--- src/hdl/b32enc_pkg.sv ---
// Shared types, constants and symbol lookup for the base32 stream encoder.
package b32enc_pkg;

   // Width of one base32 group and the largest number of leftover bits
   localparam int unsigned GROUP_W      = 5;
   localparam int unsigned MAX_LEFTOVER = 4;
   localparam logic [7:0]  ASCII_LOWER_A = 8'h61;   // 'a'
   localparam logic [7:0]  ASCII_DIGIT_OFS = 8'h18; // '2' minus 26
   localparam logic [4:0]  LETTER_COUNT = 5'd26;

   // One input byte: up to three groups, how many are valid, and end of message
   typedef struct packed {
      logic [2:0][GROUP_W-1:0] groups;
      logic [1:0]              count;
      logic                    last;
   } job_type;

   // Map a 5-bit group to its lowercase base32 ASCII symbol
   function automatic logic [7:0] symbol_of(input logic [GROUP_W-1:0] group);
      logic [7:0] code;
      if (group < LETTER_COUNT) begin
         code = ASCII_LOWER_A + {3'b000, group};
      end else begin
         code = ASCII_DIGIT_OFS + {3'b000, group};
      end
      return code;
   endfunction

endpackage

--- src/hdl/base32_stream_encoder.sv ---
// Top level of the base32 stream encoder: front end, job queue and symbol back end.
//
//   channel  direction  handshake            payload
//   req      in         req_valid/req_stall  req_data_byte, req_end_of_message
//   rsp      out        rsp_valid/rsp_stall  rsp_symbol_char, rsp_last_symbol
//
// A byte is taken every cycle while the job queue has room; it becomes one to
// three symbols, and the back end sends one symbol per cycle while rsp_stall is
// low, so the sustained rate is set by the result port. A request passes through
// a job queue entry and then the output register before its first symbol appears.
// Synchronous reset clears the leftover bits, the queue and the output valid flag.
// req_stall rises only when the queue is full; rsp_stall holds the symbol in place.
module base32_stream_encoder #(
   parameter int unsigned QUEUE_DEPTH = 4
) (
   input  logic       clock,
   input  logic       reset,
   input  logic       req_valid,
   output logic       req_stall,
   input  logic [7:0] req_data_byte,
   input  logic       req_end_of_message,
   output logic       rsp_valid,
   input  logic       rsp_stall,
   output logic [7:0] rsp_symbol_char,
   output logic       rsp_last_symbol
);
   import b32enc_pkg::*;

   job_type new_job;
   job_type head_job;
   logic    accept;
   logic    q_empty;
   logic    q_full;
   logic    pop;

   assign req_stall = q_full;
   assign accept    = req_valid && !q_full;

   b32enc_front u_front (
      .clock          (clock),
      .reset          (reset),
      .accept         (accept),
      .data_byte      (req_data_byte),
      .end_of_message (req_end_of_message),
      .job            (new_job)
   );

   b32enc_queue #(.DEPTH(QUEUE_DEPTH)) u_queue (
      .clock    (clock),
      .reset    (reset),
      .push     (accept),
      .push_job (new_job),
      .pop      (pop),
      .head_job (head_job),
      .empty    (q_empty),
      .full     (q_full)
   );

   b32enc_back u_back (
      .clock           (clock),
      .reset           (reset),
      .head_job        (head_job),
      .empty           (q_empty),
      .pop             (pop),
      .rsp_stall       (rsp_stall),
      .rsp_valid       (rsp_valid),
      .rsp_symbol_char (rsp_symbol_char),
      .rsp_last_symbol (rsp_last_symbol)
   );

endmodule

--- src/hdl/b32enc_front.sv ---
// Front end: takes a byte, merges it with leftover bits and cuts it into groups.
module b32enc_front (
   input  logic                 clock,
   input  logic                 reset,
   input  logic                 accept,
   input  logic [7:0]           data_byte,
   input  logic                 end_of_message,
   output b32enc_pkg::job_type  job
);
   import b32enc_pkg::*;

   logic [3:0]  leftover_bits_ff, leftover_bits_in;
   logic [2:0]  leftover_count_ff, leftover_count_in;
   logic [2:0]  cnt;
   logic [3:0]  cnt_mask;
   logic [11:0] acc;
   logic [3:0]  total;
   logic [3:0]  shift_amt;
   logic [14:0] window;
   logic        two_full;
   logic [2:0]  rem;
   logic [3:0]  rem_mask;
   logic        pad;

   // Clamp count and line up the bits, oldest first, at the top of a 15-bit window
   always_comb begin
      cnt       = (leftover_count_ff > 3'(MAX_LEFTOVER)) ? 3'(MAX_LEFTOVER)
                                                         : leftover_count_ff;
      cnt_mask  = 4'((5'd1 << cnt) - 5'd1);
      acc       = {leftover_bits_ff & cnt_mask, data_byte};
      total     = {1'b0, cnt} + 4'd8;
      shift_amt = 4'd15 - total;
      window    = 15'({3'b000, acc} << shift_amt);
      two_full  = (total >= 4'd10);
      rem       = two_full ? 3'(total - 4'd10) : 3'(total - 4'd5);
      rem_mask  = 4'((5'd1 << rem) - 5'd1);
      pad       = end_of_message && (rem != 3'd0);
   end

   // Job for the queue; zero fill below the data gives the pad symbol
   always_comb begin
      job.groups[0] = window[14:10];
      job.groups[1] = window[9:5];
      job.groups[2] = window[4:0];
      job.count     = (two_full ? 2'd2 : 2'd1) + {1'b0, pad};
      job.last      = end_of_message;
   end

   // Leftover state keeps the remainder of an accepted byte and clears at end of message
   always_comb begin
      leftover_bits_in  = leftover_bits_ff;
      leftover_count_in = leftover_count_ff;
      if (accept) begin
         if (end_of_message) begin
            leftover_bits_in  = '0;
            leftover_count_in = '0;
         end else begin
            leftover_bits_in  = acc[3:0] & rem_mask;
            leftover_count_in = rem;
         end
      end
   end

   always_ff @(posedge clock) begin
      if (reset) begin
         leftover_bits_ff  <= '0;
         leftover_count_ff <= '0;
      end else begin
         leftover_bits_ff  <= leftover_bits_in;
         leftover_count_ff <= leftover_count_in;
      end
   end

endmodule

--- src/hdl/b32enc_queue.sv ---
// Small job queue between the front end and the symbol back end.
module b32enc_queue #(
   parameter int unsigned DEPTH = 4
) (
   input  logic                 clock,
   input  logic                 reset,
   input  logic                 push,
   input  b32enc_pkg::job_type  push_job,
   input  logic                 pop,
   output b32enc_pkg::job_type  head_job,
   output logic                 empty,
   output logic                 full
);
   import b32enc_pkg::*;

   localparam int unsigned PTR_W = (DEPTH > 1) ? $clog2(DEPTH) : 1;
   localparam int unsigned CNT_W = $clog2(DEPTH + 1);

   job_type              entries_ff [DEPTH];
   logic [PTR_W-1:0]     wr_ptr_ff, wr_ptr_in;
   logic [PTR_W-1:0]     rd_ptr_ff, rd_ptr_in;
   logic [CNT_W-1:0]     fill_ff, fill_in;

   assign empty    = (fill_ff == '0);
   assign full     = (fill_ff == CNT_W'(DEPTH));
   assign head_job = entries_ff[rd_ptr_ff];

   // Pointer wrap and fill tracking
   always_comb begin
      wr_ptr_in = wr_ptr_ff;
      rd_ptr_in = rd_ptr_ff;
      fill_in   = fill_ff;
      if (push) begin
         wr_ptr_in = (wr_ptr_ff == PTR_W'(DEPTH - 1)) ? '0 : wr_ptr_ff + 1'b1;
      end
      if (pop) begin
         rd_ptr_in = (rd_ptr_ff == PTR_W'(DEPTH - 1)) ? '0 : rd_ptr_ff + 1'b1;
      end
      if (push && !pop) begin
         fill_in = fill_ff + 1'b1;
      end else if (pop && !push) begin
         fill_in = fill_ff - 1'b1;
      end
   end

   always_ff @(posedge clock) begin
      if (reset) begin
         wr_ptr_ff <= '0;
         rd_ptr_ff <= '0;
         fill_ff   <= '0;
      end else begin
         wr_ptr_ff <= wr_ptr_in;
         rd_ptr_ff <= rd_ptr_in;
         fill_ff   <= fill_in;
      end
   end

   // Storage, no reset needed
   always_ff @(posedge clock) begin
      if (push) begin
         entries_ff[wr_ptr_ff] <= push_job;
      end
   end

endmodule

--- src/hdl/b32enc_back.sv ---
// Back end: walks the groups of the head job and drives one symbol per cycle while not stalled.
module b32enc_back (
   input  logic                 clock,
   input  logic                 reset,
   input  b32enc_pkg::job_type  head_job,
   input  logic                 empty,
   output logic                 pop,
   input  logic                 rsp_stall,
   output logic                 rsp_valid,
   output logic [7:0]           rsp_symbol_char,
   output logic                 rsp_last_symbol
);
   import b32enc_pkg::*;

   logic [1:0] idx_ff, idx_in;
   logic       valid_ff, valid_in;
   logic [7:0] char_ff, char_in;
   logic       last_ff, last_in;
   logic       load;
   logic       final_group;

   // Output register takes a new symbol when the queue has a job and the register is empty or being taken
   always_comb begin
      load        = !empty && (!valid_ff || !rsp_stall);
      final_group = (idx_ff == head_job.count - 2'd1);
      pop         = load && final_group;
   end

   always_comb begin
      idx_in   = idx_ff;
      valid_in = valid_ff;
      char_in  = char_ff;
      last_in  = last_ff;
      if (load) begin
         idx_in   = final_group ? 2'd0 : idx_ff + 2'd1;
         valid_in = 1'b1;
         char_in  = symbol_of(head_job.groups[idx_ff]);
         last_in  = head_job.last && final_group;
      end else if (!rsp_stall) begin
         valid_in = 1'b0;
      end
   end

   always_ff @(posedge clock) begin
      if (reset) begin
         idx_ff   <= '0;
         valid_ff <= 1'b0;
      end else begin
         idx_ff   <= idx_in;
         valid_ff <= valid_in;
      end
   end

   // Payload, no reset needed
   always_ff @(posedge clock) begin
      char_ff <= char_in;
      last_ff <= last_in;
   end

   assign rsp_valid       = valid_ff;
   assign rsp_symbol_char = char_ff;
   assign rsp_last_symbol = last_ff;

endmodule

--- config.mk ---
export PLATFORM = sky130hd
export DESIGN_NAME = base32_stream_encoder
export DESIGN_NICKNAME = d
export VERILOG_FILES = /design/src/hdl/b32enc_pkg.sv /design/src/hdl/base32_stream_encoder.sv /design/src/hdl/b32enc_front.sv /design/src/hdl/b32enc_queue.sv /design/src/hdl/b32enc_back.sv
export SDC_FILE = /design/constraint.sdc
export NUM_CORES = 1
export LEC_CHECK = 0
export BUFFER_PORTS_ARGS = -buffer_cell sky130_fd_sc_hd__buf_2
export CAP_MARGIN = 20
export CORE_AREA = 4 4 98 100
export CTS_CLUSTER_SIZE = 20
export DETAILED_ROUTE_END_ITERATION = 10
export DIE_AREA = 0 0 102 104
export GPL_ROUTABILITY_DRIVEN = 0
export GPL_TIMING_DRIVEN = 0
export PLACE_DENSITY = 0.71
export SYNTH_ARGS = -nofsm -noshare
export SYNTH_HDL_FRONTEND = slang
export SYNTH_HIERARCHICAL = 1
export SYNTH_SLANG_ARGS = --single-unit
--- constraint.sdc ---
create_clock -name clock -period 7.2 [get_ports clock]
set_input_delay 0 -clock clock [delete_from_list [all_inputs] [get_ports clock]]
set_output_delay 0 -clock clock [all_outputs]
set_load 0.02 [all_outputs]
==> results of run 1 <==
==> worst register-to-register path: cells and delay by family, from the launching register on <==
family,cells,cell delay (ns)
xor gates and xnor gates,2,0.37
AOI/OAI and AO/OA,2,0.32
muxes,1,0.40
adders and majority gates,2,0.56
buffers and inverters,4,0.72
and+or+nand+nor,3,0.47
DFF,1,0.32
==> logic make-up after synthesis <==
family / Yosys count
compound gates: 47
mux: 41
simple gates: 73
other cells: 2
xor+xnor: 6
flops: 100
buf+inv: 38
fa+ha+maj: 16
==> power by group through the flow <==
| stage | sequential, W | combinational [W] | clock (W) |
|---|---|---|---|
| finish | 0.000803 | 0.000686 | 0.000348 |
| CTS | 0.000804 | 0.000693 | 0.000360 |
| floorplan | 0.000842 | 0.000509 | 0 |
| global route | 0.000812 | 0.000761 | 0.000386 |
| detailed placement | 0.000816 | 0.000689 | 0 |
| global placement | 0.000811 | 0.000673 | 0 |
==> state kept, by name, indices dropped and copies added, names as in the netlist, named ones only <==
name,count
u_back/rsp_symbol_char,8
u_back/idx_ff,2
u_queue/entries_ff,72
u_queue/wr_ptr_ff,2
u_back/rsp_valid,1
u_back/rsp_last_symbol,1
u_queue/fill_ff,3
u_queue/rd_ptr_ff,2
u_front/leftover_count_ff,3
u_front/leftover_bits_ff,4
==> cells in the mapped netlist, drive strengths merged, types with 2 or more instances <==
library cell  instances  area share
a211oi                2      0.0032
a21oi                12       0.013
a221oi                2      0.0037
a31oi                 2      0.0026
a32o                  2      0.0042
a32oi                 2      0.0037
and2                  6      0.0079
and2b                 2      0.0032
buf                  15       0.025
conb                  2      0.0016
dfxtp                19       0.080
edfxtp               81        0.51
ha                   15       0.040
inv                  22       0.017
mux2                  2      0.0048
mux2i                19       0.040
mux4                 20        0.10
nand2                18       0.014
nand3                 2      0.0032
nand3b                2      0.0032
nand4b                2      0.0037
nor2                 17       0.013
nor2b                10       0.015
nor3b                 4      0.0063
o21ai                10       0.011
o221ai                3      0.0055
o2bb2ai               3      0.0095
or2                   2      0.0026
xnor2                 4      0.0074
xor2                  2      0.0037
==> stage by stage <==
stage	std cells	cell area, µm²
3_5_place_dp	456	5000
3_3_place_gp	456	5000
2_1_floorplan	325	4750
6_report	474	5210
5_1_grt	474	5210
4_1_cts	474	5210
==> how the worst max path moves through the flow <==
stage               depth (start not counted)  from                              end  slack, ns
global placement                           14  flop  u_queue/fill_ff[2]$_SDFFE_PP0P_       4.05
global route                               14  flop  u_queue/fill_ff[2]$_SDFFE_PP0P_       3.69
detailed placement                         14  flop  u_queue/fill_ff[2]$_SDFFE_PP0P_       3.99
floorplan                                  14  flop  u_queue/fill_ff[2]$_SDFFE_PP0P_       4.31
finish                                     14  flop  u_queue/fill_ff[2]$_SDFFE_PP0P_       3.98
CTS                                        14  flop  u_queue/fill_ff[2]$_SDFFE_PP0P_       3.95
==> layout make-up <==
cell class	instances	share of cell area
Multi-Input combinational cell	187	0.330
Buffer	16	0.0257
Clock buffer	12	0.0279
Sequential cell	100	0.540
Tap cell	108	0.0259
Timing Repair Buffer	25	0.0259
Clock inverter	4	0.00912
Inverter	22	0.0158
==> per-layer routing <==
metal  track usage  wire length [µm]
met5             0                 0
met4        0.0506                76
met3        0.0382               423
met2         0.279              4170
met1         0.218              3600
==> what timing repair did <==
action / 4_1_cts / 5_1_grt
hold buffers: 2 / 0
endpoints found under the hold margin: 2 / 0
endpoints found under the setup margin: 0 / 0
buffers inserted: 0 / 0
==> impl_metrics.toml, run 1 <==
[clock_tree]
htreeDepth = 3
clock_path_buffers = 2
ctsResizeCount = 0
root_buffer = "clkbuf_8"
clk_pin_slew_ns = 0.09
cts_sinks = 100
cts_tree = "done"
clk_latency_ns = 0.36
cts_buffers = 9

[hold_path]
hold_class = "in2reg"
min_to = "u_front/leftover_count_ff[2]$_SDFFE_PP0P_"
holdPathStages = 2
worstHoldStart = "reset"

[synth]
seq_area_frac_synth = 0.593
synth_warnings = 6
synth_edf_count = 81
synth_compound_area_frac = 0.0721
synth_top_family_by_area = "multiplexers"
synth-seq-cells = 100
synth_adder_area_share = 0.0438
syn_area_um2 = 4740
synth_xor_area_frac = 0.0111
muxShareOfSynthArea = 0.146
syn_inst = 323
syn_avg_cell_area_um2 = 14.7
synth.distinct_cells = 59
synthSimpleGateAreaFrac = 0.0863
ys.flop_type = "edfxtp_1"
async_flop_share = 0

[timing]
slew_violations = 0
slew_headroom = 0.347
fin_skew_ns = 0.0135
worst_slack_ns = 3.98
timing.fmax_ghz = 0.311
period_needed_ns = 3.22
hold_slack_ns = 0.0180
finalCritPeriodShare = 0.447
rsz0062_at_grt = "false"
finalSetupViolCount = 0
fin_setup_tns_ns = 0
tightest_slew_ns = 0.980
hold_viol_final = 0

[setup_path]
endpoint_kind = "flop"
worstSetupPathType = "reg2reg"
rrSetupSlack_ns = 3.98
crit_chain = "buf_2 > buf_2 > mux4_2 > xnor2_1 > nor2_1 > a21oi_1 > nor2_1 > inv_1 > ha_1 > inv_1 > fa_1 > xor2_1 > or3_1 > a21oi_1"
cp.arrival_ns = 3.51
cp_max_fo = 10
critPathTopFamily = "buffers and inverters"
cp-start-kind = "flop"
ff2ff_path_depth = 14
cpMaxStageDelayCell = "mux4_2"
r2r-end = "u_queue/fill_ff[2]$_SDFFE_PP0P_"
cp_data_required_time_ns = 7.50
cpPeakStageDelay_ns = 0.40
worst-path-buf-inv = 4

[routing]
drt_iter0_markers = 102
postRouteAntennaNets = 0
drcViolationCount = 0
wl_per_cell_um = 17.4
vias = 2708
drt_wl_total_um = 8270
drtPass1Iterations = 4
viasPerCell = 5.71

[power]
p_seq_frac = 0.437
p_per_area_nw_per_um2 = 353
p_leak_nw = 1.90
internal_power_w = 0.00123
p_clk_frac = 0.190
pwr-share-comb = 0.374
p_total_w = 0.00184
peakVddDrop_uv = 119
swShare = 0.329
switchingPower_w = 0.000604

[floorplanning]
die_area_um2 = 10600
die_w_um = 102
num_rows = 34
start_util = 0.546
dieHeight_um = 104
io_pins = 24
core_um2 = 8680

[place]
dp_slack_ns = 3.99
hpwl_um = 5670
port_buffers = 23

[final_layout]
drive_gt1_frac = 0.208
layout_commonest_cell = "edfxtp_1"
fillerInstances = 705
multi_input_comb_area_um2 = 1720
regArea_um2 = 2810
syn_to_final_growth_pct = 9.92
final_core_util = 0.600
diodes = 0
layout_common_cells = "81 x edfxtp_1, 28 x buf_2, 21 x inv_1"
fin_nets = 390

[global_routing]
grt_pass1_vias = 2704
grt_overflow = 0
grt.total_usage = 0.168
grt_max_degree = 19
antenna_found_initial = 0
grt_pass1_wl_um = 13600

[status]
status = "complete, no violations"

[job]
max_cap_violations = 0
No activity file was read; power rests on OpenSTA's default activity.
==> inputs of run 2 (changes only) <==
ABC_AREA = 1   (was unset)
CORE_AREA = 4 4 100 102   (was 4 4 98 100)
DIE_AREA = 0 0 104 106   (was 0 0 102 104)
PLACE_DENSITY = 0.73   (was 0.71)
clock period = 2.85 ns   (was 7.2 ns; I/O delays follow)
==> impl_metrics.toml, run 2 <==
[timing]
hold_slack_ns = 0.102
finalSetupViolCount = 0
slew_violations = 0
timing.fmax_ghz = 0.367
hold_viol_final = 0
finalCritPeriodShare = 0.956
rsz0062_at_grt = "true"
tightest_slew_ns = 0.828
period_needed_ns = 2.73
fin_skew_ns = 0.0183
fin_setup_tns_ns = 0
slew_headroom = 0.447

[routing]
drtPass1Iterations = 5
vias = 3546
drt_wl_total_um = 10100
postRouteAntennaNets = 0
viasPerCell = 5.41
drt_iter0_markers = 188
wl_per_cell_um = 15.5
drcViolationCount = 0

[setup_path]
endpoint_kind = "flop"
r2r-start = "u_front/leftover_count_ff[2]$_SDFFE_PP0P_"
rrSetupSlack_ns = 0.12
worstSetupPathType = "reg2reg"
ff2ff_path_depth = 14
cp.arrival_ns = 2.99
r2r-end = "u_front/leftover_bits_ff[2]$_SDFFE_PP0P_"
cp-start-kind = "flop"
cp_max_fo = 10
cp_data_required_time_ns = 3.11

[synth]
synth_edf_count = 81
seq_area_frac_synth = 0.571
syn_avg_cell_area_um2 = 10.2
async_flop_share = 0
syn_inst = 483
yosys-top-cells-area = "edfxtp_1 49%, dfxtp_1 7.7%, nand2_1 6.4%, nor2_1 4.0%, ha_1 3.8%"
synth_top_area_share = 0.494
synth_warnings = 6
synth_most_common_cell = "nand2_1"
synth-seq-cells = 100
synthTopCellsByCount = "84 x nand2_1, 81 x edfxtp_1, 52 x nor2_1"
syn_area_um2 = 4920
netlist.top_cell.by_area = "edfxtp_1"
synth.distinct_cells = 42
ys.flop_type = "edfxtp_1"

[global_routing]
grt_max_degree = 19
grt_pass1_wl_um = 16400
grt_overflow = 0
grt.total_usage = 0.190
grt_pass1_vias = 3404
antenna_found_initial = 0

[power]
p_total_w = 0.00488
p_leak_nw = 2.35
p_per_area_nw_per_um2 = 867
peakVddDrop_uv = 348

[clock_tree]
cts_tree = "done"
cts_sinks = 100
clk_latency_ns = 0.37
clock_path_buffers = 2
root_buffer = "clkbuf_8"
cts_buffers = 9
clk_pin_slew_ns = 0.09
htreeDepth = 3

[final_layout]
syn_to_final_growth_pct = 14.4
diodes = 0
layout_common_cells = "83 x nand2_1, 81 x edfxtp_1, 51 x nor2_1"
largest_register_ffs = 72
drive_gt1_frac = 0.208
regArea_um2 = 2820
layout_commonest_cell = "nand2_1"
multi_input_comb_area_um2 = 1710
fillerInstances = 752
fin_nets = 568
largest_register = "u_queue/entries_ff"

[place]
port_buffers = 23
hpwl_um = 6830

[hold_path]
holdPathStages = 5
min_to = "u_queue/wr_ptr_ff[1]$_SDFFE_PP0P_"
hold_class = "in2reg"
worstHoldStart = "req_valid"

[job]
max_cap_violations = 0

[floorplanning]
core_um2 = 9110
num_rows = 35
io_pins = 24
start_util = 0.540
die_w_um = 104
dieHeight_um = 106
die_area_um2 = 11000

[status]
status = "complete, no violations"
==> run 2: cell types whose count changed after synthesis, moves of 12 or more <==
cell / before / now
inv_1: 21 / 48
nand2_1: 18 / 84
nor2_1: 17 / 52
o21ai_0: 10 / 28
o21ai_1: 0 / 25
mux2i_1: 19 / 1
o22ai_1: 0 / 19
nand3_1: 1 / 14
mux4_2: 12 / 0
==> run 2: worst max-delay path by stage <==
stage	startpoint	end	slack (ns)	cells after the start
detailed placement	u_queue/fill_ff[0]$_SDFFE_PP0P_	u_queue/fill_ff[1]$_SDFFE_PP0P_	-0.06	10
CTS	flop	u_queue/fill_ff[1]$_SDFFE_PP0P_	0.02	16
finish	u_front/leftover_count_ff[2]$_SDFFE_PP0P_	u_front/leftover_bits_ff[2]$_SDFFE_PP0P_	0.12	14
floorplan	flop	u_queue/fill_ff[1]$_SDFFE_PP0P_	0.46	16
global route	u_front/leftover_count_ff[2]$_SDFFE_PP0P_	u_front/leftover_bits_ff[2]$_SDFFE_PP0P_	-0.06	14
global placement	flop	u_queue/fill_ff[1]$_SDFFE_PP0P_	0.01	16
==> run 2: kinds of logic (layout without fill, tap and decap cells) <==
kind of cell             Yosys count  count (layout)  synth area share
XOR/XNOR                           4               4           0.00864
buffers and inverters             78             137            0.0892
multiplexers                       1               1           0.00203
other                              2               4           0.00153
AO/OA/AOI/OAI                    102             102             0.119
AND/OR/NAND/NOR                  180             180             0.165
adder cells (fa/ha/maj)           16              16            0.0422
flip-flops                       100             100             0.571
==> run 2: critical path, stage by stage, from the launching register on <==
cell and delay (ns):
dfxtp_1 0.33, buf_6 0.16, inv_6 0.07, nand2_4 0.09, inv_4 0.07, ha_1 0.27, inv_1 0.03, nand2_1 0.11
nand2_2 0.08, inv_1 0.08, nand3_1 0.09, nand3_1 0.07, dlygate4sd3_1 0.55, a21oi_1 0.06, dlygate4sd3_1 0.55
==> run 2: cell type report <==
cell class                 count  area share
multi-input combinational    307       0.304
clock inverter                 3     0.00422
timing repair buffer          44      0.0542
inverter                      59      0.0453
tap                          111      0.0247
buffer                        18      0.0333
sequential                   100       0.500
clock buffer                  13      0.0338
==> run 2: report_power, final <==
part / internal, W / switching, W / leakage (nW) / total, W
combinational: 0.000683 / 0.00125 / 1.33 / 0.00193
clock: 0.000448 / 0.000471 / 0.112 / 0.000919
sequential: 0.00194 / 0.0000956 / 0.906 / 0.00203
total: 0.00307 / 0.00181 / 2.35 / 0.00488
==> run 2: per-layer routing <==
layer	wire length, µm	part of all wire	global-route usage
met1	4390	0.43	0.233
met5	0	0	0
met2	5020	0.50	0.330
met3	451	0.045	0.0291
met4	253	0.025	0.0921
==> run 2: metrics by stage <==
step,cells,setup WS (ns),util,area (µm²)
3_3_place_gp,619,0.0141,0.569,5180
3_5_place_dp,619,-0.0572,0.569,5180
5_1_grt,655,-0.0579,0.618,5630
4_1_cts,648,0.0209,0.608,5540
2_1_floorplan,485,0.460,-,4930
6_report,655,0.125,0.618,5630
==> run 2: repair_timing <==
action,in CTS,in global routing
endpoints found under the setup margin,1,4
resized for setup,2,16
buffers inserted,0,8
pin swaps,0,2
hold endpoints to repair,15,0
hold buffers,13,0
